[src/hw/rtl/pet_pkg.sv]
// ----------------------------------------------------------------------------
// pet_pkg
// Shared types and constants for the PWM / quadrature encoder timer.
// ----------------------------------------------------------------------------
package pet_pkg;

    // sizes
    localparam int Channels   = 4;   // compare channels in use, 1 to 4
    localparam int PwmBits    = 4;   // width of the pwm output field
    localparam int CountBits  = 16;
    localparam int RegBits    = 17;
    localparam int CfgIdxBits = 3;

    // command codes carried by an input transfer
    localparam logic [1:0] CMD_TICK  = 2'd0;
    localparam logic [1:0] CMD_ZERO  = 2'd1;
    localparam logic [1:0] CMD_CLEAR = 2'd2;

    // counting mode held in control bits 1:0
    localparam logic [1:0] MODE_TIMER = 2'd0;

    // configuration register indexes
    typedef enum logic [CfgIdxBits-1:0] {
        REG_PERIOD   = 3'd0,
        REG_PRESCALE = 3'd1,
        REG_DUTY1    = 3'd2,
        REG_DUTY2    = 3'd3,
        REG_DUTY3    = 3'd4,
        REG_DUTY4    = 3'd5,
        REG_CH_EN    = 3'd6,
        REG_CONTROL  = 3'd7
    } t_reg_idx;

    // settings the counter needs
    typedef struct packed {
        logic [CountBits-1:0] reload;
        logic [CountBits-1:0] pre_reload;
        logic [1:0]           mode;
        logic                 inv_a;
    } t_cnt_cfg;

    // counter state handed to the output stage
    typedef struct packed {
        logic                 pend;
        logic [CountBits-1:0] count;
        logic                 flag;
    } t_cnt_stat;

endpackage

[src/hw/rtl/pet_in_if.sv]
// ----------------------------------------------------------------------------
// pet_in_if
// Input channel: one command with the sampled encoder levels per transfer.
// ----------------------------------------------------------------------------
interface pet_in_if;
    logic       valid;
    logic       ready;
    logic [1:0] cmd;
    logic       enc_a;
    logic       enc_b;

    modport source (output valid, output cmd, output enc_a, output enc_b, input ready);
    modport sink   (input valid, input cmd, input enc_a, input enc_b, output ready);
endinterface

[src/hw/rtl/pet_out_if.sv]
// ----------------------------------------------------------------------------
// pet_out_if
// Result channel: counter value, pwm levels, update flag and interrupt.
// ----------------------------------------------------------------------------
interface pet_out_if;
    logic        valid;
    logic        ready;
    logic [15:0] count;
    logic [3:0]  pwm_out;
    logic        update_flag;
    logic        irq;

    modport source (output valid, output count, output pwm_out, output update_flag,
                    output irq, input ready);
    modport sink   (input valid, input count, input pwm_out, input update_flag,
                    input irq, output ready);
endinterface

[src/hw/rtl/pet_cfg_regs.sv]
// ----------------------------------------------------------------------------
// pet_cfg_regs
// Configuration registers, reload decode and registered compare thresholds.
// ----------------------------------------------------------------------------
module pet_cfg_regs
    import pet_pkg::*;
(
    input  logic                                i_clk,
    input  logic                                i_rst_n,
    input  logic                                i_cfg_we,
    input  logic [CfgIdxBits-1:0]               i_cfg_idx,
    input  logic [RegBits-1:0]                  i_cfg_wdata,
    output t_cnt_cfg                            o_cnt_cfg,
    output logic [Channels-1:0][CountBits-1:0]  o_cmp,
    output logic [PwmBits-1:0]                  o_ch_en,
    output logic                                o_irq_en
);

    logic [RegBits-1:0]   r_period;
    logic [RegBits-1:0]   r_prescale;
    logic [RegBits-1:0]   r_duty [4];
    logic [PwmBits-1:0]   r_ch_en;
    logic [3:0]           r_control;

    logic [Channels-1:0][CountBits-1:0] r_cmp;
    logic [Channels-1:0][CountBits-1:0] n_cmp;

    logic [RegBits-1:0]   period_m1;
    logic [RegBits-1:0]   prescale_m1;
    logic [RegBits-1:0]   duty_sat;
    logic [32:0]          cmp_prod;

    // register writes
    always_ff @(posedge i_clk) begin
        if (!i_rst_n) begin
            r_period   <= 17'h10000;
            r_prescale <= 17'h00001;
            r_duty[0]  <= '0;
            r_duty[1]  <= '0;
            r_duty[2]  <= '0;
            r_duty[3]  <= '0;
            r_ch_en    <= '0;
            r_control  <= '0;
        end else if (i_cfg_we) begin
            unique case (t_reg_idx'(i_cfg_idx))
                REG_PERIOD:   r_period   <= i_cfg_wdata;
                REG_PRESCALE: r_prescale <= i_cfg_wdata;
                REG_DUTY1:    r_duty[0]  <= i_cfg_wdata;
                REG_DUTY2:    r_duty[1]  <= i_cfg_wdata;
                REG_DUTY3:    r_duty[2]  <= i_cfg_wdata;
                REG_DUTY4:    r_duty[3]  <= i_cfg_wdata;
                REG_CH_EN:    r_ch_en    <= i_cfg_wdata[PwmBits-1:0];
                REG_CONTROL:  r_control  <= i_cfg_wdata[3:0];
                default:      ;
            endcase
        end
    end

    // reload values wrap modulo 2^16
    always_comb begin
        period_m1   = r_period - 17'd1;
        prescale_m1 = r_prescale - 17'd1;
        o_cnt_cfg.reload     = period_m1[CountBits-1:0];
        o_cnt_cfg.pre_reload = prescale_m1[CountBits-1:0];
        o_cnt_cfg.mode       = r_control[1:0];
        o_cnt_cfg.inv_a      = r_control[2];
    end

    // compare threshold: floor(reload * duty), duty saturated at 1.0
    always_comb begin
        n_cmp = '0;
        for (int ch = 0; ch < Channels; ch++) begin
            duty_sat  = r_duty[ch][RegBits-1] ? 17'h10000 : r_duty[ch];
            cmp_prod  = 33'(o_cnt_cfg.reload) * 33'(duty_sat);
            n_cmp[ch] = cmp_prod[31:16];
        end
    end

    always_ff @(posedge i_clk) begin
        r_cmp <= n_cmp;
    end

    assign o_cmp    = r_cmp;
    assign o_ch_en  = r_ch_en;
    assign o_irq_en = r_control[3];

endmodule

[src/hw/rtl/pet_counter.sv]
// ----------------------------------------------------------------------------
// pet_counter
// Prescaler, main counter, quadrature decode and sticky update flag.
// ----------------------------------------------------------------------------
module pet_counter
    import pet_pkg::*;
(
    input  logic       i_clk,
    input  logic       i_rst_n,
    input  t_cnt_cfg   i_cfg,
    input  logic       i_accept,
    input  logic [1:0] i_cmd,
    input  logic       i_enc_a,
    input  logic       i_enc_b,
    input  logic       i_take,
    output t_cnt_stat  o_stat
);

    logic [CountBits-1:0] r_pre;
    logic [CountBits-1:0] r_cnt;
    logic                 r_flag;
    logic                 r_last_a;
    logic                 r_last_b;
    logic                 r_pend;

    logic [CountBits-1:0] n_pre;
    logic [CountBits-1:0] n_cnt;
    logic                 n_flag;
    logic                 n_last_a;
    logic                 n_last_b;

    logic a_edge;
    logic b_edge;
    logic ea;
    logic step_up;
    logic step_dn;

    // next state for one accepted command
    always_comb begin
        n_pre    = r_pre;
        n_cnt    = r_cnt;
        n_flag   = r_flag;
        n_last_a = r_last_a;
        n_last_b = r_last_b;
        step_up  = 1'b0;
        step_dn  = 1'b0;
        a_edge   = i_enc_a != r_last_a;
        b_edge   = i_enc_b != r_last_b;
        ea       = i_enc_a ^ i_cfg.inv_a;

        if (i_accept) begin
            case (i_cmd)
                CMD_TICK: begin
                    if (i_cfg.mode == MODE_TIMER) begin
                        if (r_pre >= i_cfg.pre_reload) begin
                            n_pre   = '0;
                            step_up = 1'b1;
                        end else begin
                            n_pre = r_pre + 16'd1;
                        end
                    end else if (!(a_edge && b_edge)) begin
                        // both inputs moving at once is a glitch
                        if (a_edge && i_cfg.mode[1]) begin
                            step_up = ea != i_enc_b;
                            step_dn = ea == i_enc_b;
                        end else if (b_edge && i_cfg.mode[0]) begin
                            step_up = i_enc_b == ea;
                            step_dn = i_enc_b != ea;
                        end
                    end
                    n_last_a = i_enc_a;
                    n_last_b = i_enc_b;
                end
                CMD_ZERO:  n_cnt  = '0;
                CMD_CLEAR: n_flag = 1'b0;
                default:   ;
            endcase
        end

        // counter step with wrap at the reload value
        if (step_up) begin
            if (r_cnt >= i_cfg.reload) begin
                n_cnt  = '0;
                n_flag = 1'b1;
            end else begin
                n_cnt = r_cnt + 16'd1;
            end
        end else if (step_dn) begin
            if (r_cnt == '0) begin
                n_cnt  = i_cfg.reload;
                n_flag = 1'b1;
            end else begin
                n_cnt = r_cnt - 16'd1;
            end
        end
    end

    // state registers and pending result marker
    always_ff @(posedge i_clk) begin
        if (!i_rst_n) begin
            r_pre    <= '0;
            r_cnt    <= '0;
            r_flag   <= 1'b0;
            r_last_a <= 1'b0;
            r_last_b <= 1'b0;
            r_pend   <= 1'b0;
        end else begin
            r_pre    <= n_pre;
            r_cnt    <= n_cnt;
            r_flag   <= n_flag;
            r_last_a <= n_last_a;
            r_last_b <= n_last_b;
            if (i_accept) begin
                r_pend <= 1'b1;
            end else if (i_take) begin
                r_pend <= 1'b0;
            end
        end
    end

    assign o_stat.pend  = r_pend;
    assign o_stat.count = r_cnt;
    assign o_stat.flag  = r_flag;

endmodule

[src/hw/rtl/pet_out_stage.sv]
// ----------------------------------------------------------------------------
// pet_out_stage
// PWM compare and result register feeding the output channel.
// ----------------------------------------------------------------------------
module pet_out_stage
    import pet_pkg::*;
(
    input  logic                               i_clk,
    input  logic                               i_rst_n,
    input  t_cnt_stat                          i_stat,
    input  logic [Channels-1:0][CountBits-1:0] i_cmp,
    input  logic [PwmBits-1:0]                 i_ch_en,
    input  logic                               i_irq_en,
    output logic                               o_take,
    pet_out_if.source                          o_out
);

    logic                 r_valid;
    logic [CountBits-1:0] r_count;
    logic [PwmBits-1:0]   r_pwm;
    logic                 r_flag;
    logic                 r_irq;

    logic [PwmBits-1:0]   n_pwm;

    // result register is free when empty or being drained
    assign o_take = !r_valid || o_out.ready;

    // pwm mode 1: high while count is below the threshold
    always_comb begin
        n_pwm = '0;
        for (int ch = 0; ch < Channels; ch++) begin
            n_pwm[ch] = i_ch_en[ch] && (i_stat.count < i_cmp[ch]);
        end
    end

    always_ff @(posedge i_clk) begin
        if (!i_rst_n) begin
            r_valid <= 1'b0;
        end else if (o_take) begin
            r_valid <= i_stat.pend;
        end
    end

    // result payload
    always_ff @(posedge i_clk) begin
        if (o_take && i_stat.pend) begin
            r_count <= i_stat.count;
            r_pwm   <= n_pwm;
            r_flag  <= i_stat.flag;
            r_irq   <= i_stat.flag && i_irq_en;
        end
    end

    assign o_out.valid       = r_valid;
    assign o_out.count       = r_count;
    assign o_out.pwm_out     = r_pwm;
    assign o_out.update_flag = r_flag;
    assign o_out.irq         = r_irq;

endmodule

[src/hw/rtl/pwm_encoder_timer.sv]
// ----------------------------------------------------------------------------
// pwm_encoder_timer
// 16-bit timer with prescaler, four pwm compare channels and quadrature
// encoder counting.
// ----------------------------------------------------------------------------
// One command is taken per clock cycle, back to back, while the output
// channel does not hold back its results, and each gives one result. A
// command updates the prescaler, counter and update flag at the transfer
// edge and marks its result pending; the result register loads it once it
// is free, and from there the result transfers on the output channel. The
// input stays ready while the counter holds no result yet to be loaded, or
// while the result register is empty or being drained. Compare thresholds
// are the product of reload and duty, registered from the config registers.
// ----------------------------------------------------------------------------
module pwm_encoder_timer
    import pet_pkg::*;
(
    input  logic                  i_clk,
    input  logic                  i_rst_n,
    pet_in_if.sink                i_in,
    pet_out_if.source             o_out,
    input  logic                  i_cfg_we,
    input  logic [CfgIdxBits-1:0] i_cfg_idx,
    input  logic [RegBits-1:0]    i_cfg_wdata
);

    t_cnt_cfg                           cnt_cfg;
    t_cnt_stat                          cnt_stat;
    logic [Channels-1:0][CountBits-1:0] cmp;
    logic [PwmBits-1:0]                 ch_en;
    logic                               irq_en;
    logic                               take;
    logic                               accept;

    // input handshake
    assign i_in.ready = !cnt_stat.pend || take;
    assign accept     = i_in.valid && i_in.ready;

    pet_cfg_regs u_cfg (
        .i_clk       (i_clk),
        .i_rst_n     (i_rst_n),
        .i_cfg_we    (i_cfg_we),
        .i_cfg_idx   (i_cfg_idx),
        .i_cfg_wdata (i_cfg_wdata),
        .o_cnt_cfg   (cnt_cfg),
        .o_cmp       (cmp),
        .o_ch_en     (ch_en),
        .o_irq_en    (irq_en)
    );

    pet_counter u_counter (
        .i_clk    (i_clk),
        .i_rst_n  (i_rst_n),
        .i_cfg    (cnt_cfg),
        .i_accept (accept),
        .i_cmd    (i_in.cmd),
        .i_enc_a  (i_in.enc_a),
        .i_enc_b  (i_in.enc_b),
        .i_take   (take),
        .o_stat   (cnt_stat)
    );

    pet_out_stage u_out (
        .i_clk    (i_clk),
        .i_rst_n  (i_rst_n),
        .i_stat   (cnt_stat),
        .i_cmp    (cmp),
        .i_ch_en  (ch_en),
        .i_irq_en (irq_en),
        .o_take   (take),
        .o_out    (o_out)
    );

endmodule
[src/flat_wrapper.sv]
// flat-port wrapper written by rule: the top's interface ports become plain ports
module pwm_encoder_timer_flat import pet_pkg::*;
  (i_clk, i_rst_n, i_cfg_we, i_cfg_idx, i_cfg_wdata, i_in_valid, i_in_cmd, i_in_enc_a, i_in_enc_b, i_in_ready, o_out_valid, o_out_count, o_out_pwm_out, o_out_update_flag, o_out_irq, o_out_ready);
  pet_in_if i_in_i ();
  pet_out_if o_out_i ();
  input  logic i_clk;
  input  logic i_rst_n;
  input  logic i_cfg_we;
  input  logic [CfgIdxBits-1:0] i_cfg_idx;
  input  logic [RegBits-1:0] i_cfg_wdata;
  input wire logic [$bits(i_in_i.valid)-1:0] i_in_valid;
  input wire logic [$bits(i_in_i.cmd)-1:0] i_in_cmd;
  input wire logic [$bits(i_in_i.enc_a)-1:0] i_in_enc_a;
  input wire logic [$bits(i_in_i.enc_b)-1:0] i_in_enc_b;
  output wire logic [$bits(i_in_i.ready)-1:0] i_in_ready;
  output wire logic [$bits(o_out_i.valid)-1:0] o_out_valid;
  output wire logic [$bits(o_out_i.count)-1:0] o_out_count;
  output wire logic [$bits(o_out_i.pwm_out)-1:0] o_out_pwm_out;
  output wire logic [$bits(o_out_i.update_flag)-1:0] o_out_update_flag;
  output wire logic [$bits(o_out_i.irq)-1:0] o_out_irq;
  input wire logic [$bits(o_out_i.ready)-1:0] o_out_ready;
  assign i_in_i.valid = i_in_valid;
  assign i_in_i.cmd = i_in_cmd;
  assign i_in_i.enc_a = i_in_enc_a;
  assign i_in_i.enc_b = i_in_enc_b;
  assign i_in_ready = i_in_i.ready;
  assign o_out_valid = o_out_i.valid;
  assign o_out_count = o_out_i.count;
  assign o_out_pwm_out = o_out_i.pwm_out;
  assign o_out_update_flag = o_out_i.update_flag;
  assign o_out_irq = o_out_i.irq;
  assign o_out_i.ready = o_out_ready;
  pwm_encoder_timer u_core (.i_clk(i_clk), .i_rst_n(i_rst_n), .i_in(i_in_i), .o_out(o_out_i), .i_cfg_we(i_cfg_we), .i_cfg_idx(i_cfg_idx), .i_cfg_wdata(i_cfg_wdata));
endmodule
[config.mk]
export PLATFORM = sky130hd
export DESIGN_NAME = pwm_encoder_timer_flat
export DESIGN_NICKNAME = d
export VERILOG_FILES = /design/src/hw/rtl/pet_pkg.sv /design/src/hw/rtl/pet_in_if.sv /design/src/hw/rtl/pet_out_if.sv /design/src/hw/rtl/pet_cfg_regs.sv /design/src/hw/rtl/pet_counter.sv /design/src/hw/rtl/pet_out_stage.sv /design/src/hw/rtl/pwm_encoder_timer.sv /design/src/flat_wrapper.sv
export SDC_FILE = /design/constraint.sdc
export NUM_CORES = 2
export LEC_CHECK = 0
export ABC_AREA = 1
export CAP_MARGIN = 25
export CORE_ASPECT_RATIO = 1.4
export CORE_MARGIN = 3
export CORE_UTILIZATION = 55
export DETAILED_ROUTE_END_ITERATION = 6
export DONT_BUFFER_PORTS = 1
export MAX_ROUTING_LAYER = met4
export PLACE_DENSITY = 0.8
export SKIP_LAST_GASP = 1
export SYNTH_ARGS = -nofsm -noshare
export SYNTH_HDL_FRONTEND = slang
export SYNTH_SLANG_ARGS = --single-unit
export TNS_END_PERCENT = 20
[constraint.sdc]
create_clock -name i_clk -period 11.82 [get_ports i_clk]
set_clock_uncertainty 0.05 [all_clocks]
set_input_delay 0.591 -clock i_clk [delete_from_list [all_inputs] [get_ports i_clk]]
set_output_delay 0.591 -clock i_clk [all_outputs]
set_load 0.02 [all_outputs]
==> results.yml <==
yosys:
  post_synth_num_cell_types: 56
  ys_seq_area_frac: 0.1160
  synth.yosys.warnings: 0
  synthesis.nets: 7518
  syn-cell-area_um2: 47620
  syn_inst: 6175
  per_instance_average_area_after_synthesis_um2: 7.712
  register_bit_total_from_synthesis: 231
critical_path:
  cp_data_arrival_time_ns: 9.02
  setup.worst_path.start_class: "flop"
  critical_path_maximum_fanout: 38
  slowest_stage: "sky130_fd_sc_hd__inv_2"
  required_ns: 12.27
  critical_path.top_delay_family: "adder cells"
  path_buf_inv: 11
  timing.critical_path.mode_cell: "sky130_fd_sc_hd__nand2_1"
  reg2regPathDepth: 33
  critical_path_cell_count: 33
  setup.worst_path.end_class: "flop"
  timing.setup.critical_path_class: "flop to flop"
  biggest_cell_delay_along_the_critical_path_ns: 0.60
grt:
  globalRouteOverflowTotal: 0
  gr-usage-all-layers: 0.3455
  grt_pass1_vias: 43450
  initial_antenna_violation_count: 4
  grt_pass1_wl_um: 232300
  grt_max_degree: 67
die:
  row_count: 127
  area_of_the_die_um2: 90210
  dieWidth_um: 254.7
  io-pin-count: 53
  initial_core_util: 0.5550
  fp.dieH_um: 354.2
  core_region_area_um2: 85810
layout:
  fin_nets: 7417
  area_of_combinational_cells_with_multiple_inputs_um2: 35650
  fill_cells: 7748
  area.growth.synth_to_final_pct: 4.109
  seqCellArea_um2: 5527
  drive_above_1_share: 0.02969
hold_path:
  whs_path_cells: 2
  worstHoldPathType: "input pin to flop"
clock_tree:
  numCtsBuffers: 28
  cts-root-buf: "sky130_fd_sc_hd__clkbuf_16"
  cts-root-to-sink-buffers: 3
  cts_hold_repair.buffers: 1
  clkSlewWorstSetupHoldPaths_ns: 0.06
  post_cts.resized_instances: 0
  post-cts-setup-buffers: 0
  htree_num_levels: 1
  tritoncts: "done"
  clock_network_latency_to_the_later_pin_of_the_worst_skew_pair_ns: 0.64
  number_of_clock_sinks_seen_by_cts: 231
timing:
  unrepaired_setup_endpoints_after_global_routing: "false"
  setup_violations: 0
  final.min_clock_period_ns: 8.579
  final-hold-violation-count: 0
  worstMarginPinSlew_ns: 1.083
  slew_headroom: 0.2771
  slew_viol_final: 0
  timing.fmax_mhz: 116.6
  period_share: 0.7258
  fin_setup_tns_ns: 0
  whs_ns: 0.04403
drt:
  drt_iter0_drc: 3161
  routed_antenna_nets: 0
  viasPerCell: 5.713
  detailroute.via_count: 41120
  firstDrtPassIters: 6
  route.final.wire_length_um: 147600
  wl_per_cell_um: 20.51
  remaining_drc_errors: 0
flow_run:
  drv.max_cap_violation_count: 0
place:
  port-buffer-count: 0
  dp.final_hpwl_um: 115400
  place.gp.congestion: 0.9693
status:
  outcome: "completed"
==> worst register-to-register path: cells and delay by family (launching register included) <==
| kind | cells | cell delay [ns] |
|---|---|---|
| adders and majority gates | 7 | 3.44 |
| buffers and inverters | 11 | 2.71 |
| and+or+nand+nor | 15 | 1.92 |
| DFF | 1 | 0.31 |
==> state kept, by name (all words and copies together), names as in the netlist, 16 cells and up <==
name	cells
u_core.u_cfg.r_duty	68
u_core.u_cfg.o_cmp	64
u_core.u_counter.r_cnt	16
u_core.u_out.o_out.count	16
u_core.u_counter.r_pre	16
u_core.u_cfg.r_period	16
u_core.u_cfg.r_prescale	16
==> stage by stage <==
stage	worst slack, ns	std cells	util	area [um2]
floorplan	5.328	6175	-	47620
global placement	3.484	7138	0.5663	48600
detailed placement	3.401	7138	0.5663	48600
finish	3.241	7197	0.5778	49580
global route	3.021	7196	0.5778	49580
CTS	3.359	7191	0.5774	49550
==> layer usage <==
layer  vias to the layer above  part of all wire  GRT usage
li1                      18170                 -          -
met1                     19950              0.33     0.3773
met2                      2217              0.48     0.5624
met3                       780             0.092    0.05907
met4                         0             0.095     0.2605
met5                         -                 0          -
==> placed cells by master, fill, tap and decap left out, types with 5 or more instances in the layout <==
| cell | instances |
|---|---|
| sky130_fd_sc_hd__buf_4 | 51 |
| sky130_fd_sc_hd__nand2_4 | 6 |
| sky130_fd_sc_hd__nor2_1 | 756 |
| sky130_fd_sc_hd__nand2_2 | 13 |
| sky130_fd_sc_hd__o21ai_1 | 20 |
| sky130_fd_sc_hd__and3_1 | 5 |
| sky130_fd_sc_hd__clkbuf_16 | 28 |
| sky130_fd_sc_hd__nand3_1 | 144 |
| sky130_fd_sc_hd__fa_1 | 824 |
| sky130_fd_sc_hd__xor2_1 | 67 |
| sky130_fd_sc_hd__xnor2_1 | 23 |
| sky130_fd_sc_hd__nor2_2 | 12 |
| sky130_fd_sc_hd__o21bai_1 | 18 |
| sky130_fd_sc_hd__nor3_1 | 46 |
| sky130_fd_sc_hd__o211ai_1 | 14 |
| sky130_fd_sc_hd__clkinv_1 | 25 |
| sky130_fd_sc_hd__nand2_1 | 1319 |
| sky130_fd_sc_hd__o21a_1 | 10 |
| sky130_fd_sc_hd__o21ai_0 | 116 |
| sky130_fd_sc_hd__o31ai_1 | 5 |
| sky130_fd_sc_hd__ha_1 | 490 |
| sky130_fd_sc_hd__diode_2 | 5 |
| sky130_fd_sc_hd__a21oi_1 | 217 |
| sky130_fd_sc_hd__nor4_1 | 10 |
| sky130_fd_sc_hd__nand4_1 | 44 |
| sky130_fd_sc_hd__a211oi_1 | 7 |
| sky130_fd_sc_hd__nor2_4 | 6 |
| sky130_fd_sc_hd__inv_1 | 1465 |
| sky130_fd_sc_hd__inv_6 | 5 |
| sky130_fd_sc_hd__a21boi_0 | 7 |
| sky130_fd_sc_hd__inv_2 | 16 |
| sky130_fd_sc_hd__dfxtp_1 | 140 |
| sky130_fd_sc_hd__a21o_1 | 21 |
| sky130_fd_sc_hd__a31oi_1 | 18 |
| sky130_fd_sc_hd__edfxtp_1 | 90 |
==> kinds of logic (layout without fill, tap and decap cells) <==
group	after synthesis	in the layout	synth area share
and+or+nand+nor	2388	2388	0.2027
buffers and inverters	1691	1612	0.1358
adders and majority gates	1314	1314	0.4751
AOI/OAI and AO/OA	461	461	0.05373
DFF	231	231	0.1160
xor gates and xnor gates	90	90	0.01655
other	0	5	0
==> synth_stat cells, drive strengths merged <==
master,number,share of area
inv,1483,0.12
nand2,1338,0.11
fa,824,0.35
nor2,775,0.063
ha,490,0.13
a21oi,220,0.023
nand3,149,0.016
dfxtp,141,0.059
o21ai,136,0.014
clkbuf,105,0.0083
edfxtp,90,0.057
buf,79,0.0086
xor2,67,0.012
nor3,48,0.0053
nand4,46,0.0065
clkinv,24,0.0019
xnor2,23,0.0042
a21o,21,0.0033
a31oi,18,0.0024
o21bai,18,0.0028
o211ai,14,0.0022
nor4,11,0.0016
o21a,10,0.0016
a211oi,7,0.0011
a21boi,7,0.0011
nand3b,6,0.0013
and2,5,0.00066
and3,5,0.00066
o31ai,5,0.00079
or2,3,0.00039
nor3b,2,0.00032
o221ai,2,0.00037
a2111oi,1,0.00018
o22ai,1,0.00013
o311ai,1,0.00018
==> path summary, 6_finish.rpt <==
check	startpoint	endpoint	slack [ns]
worst max-delay path	u_core.u_cfg.r_period[0]	u_core.u_cfg.o_cmp[63]	3.24
worst min-delay path	i_rst_n	u_core.u_cfg.r_prescale[2]	0.04
worst max register to register	u_core.u_cfg.r_period[0]	u_core.u_cfg.o_cmp[63]	3.24
worst min register to register	u_core.u_counter.r_last_a	u_core.u_counter.r_last_a	0.43
==> area by class of cell <==
cell class | instances | share of cell area
Sequential cell | 231 | 0.1115
Clock inverter | 21 | 0.004240
Multi-Input combinational cell | 4253 | 0.7191
Inverter | 1507 | 0.1142
Antenna cell | 5 | 0.0002524
Timing Repair Buffer | 53 | 0.008328
Clock buffer | 31 | 0.01476
Tap cell | 1096 | 0.02766
Power is not shown: default switching activity piles up to over one toggle a cycle in this logic, so the estimate is an artifact.
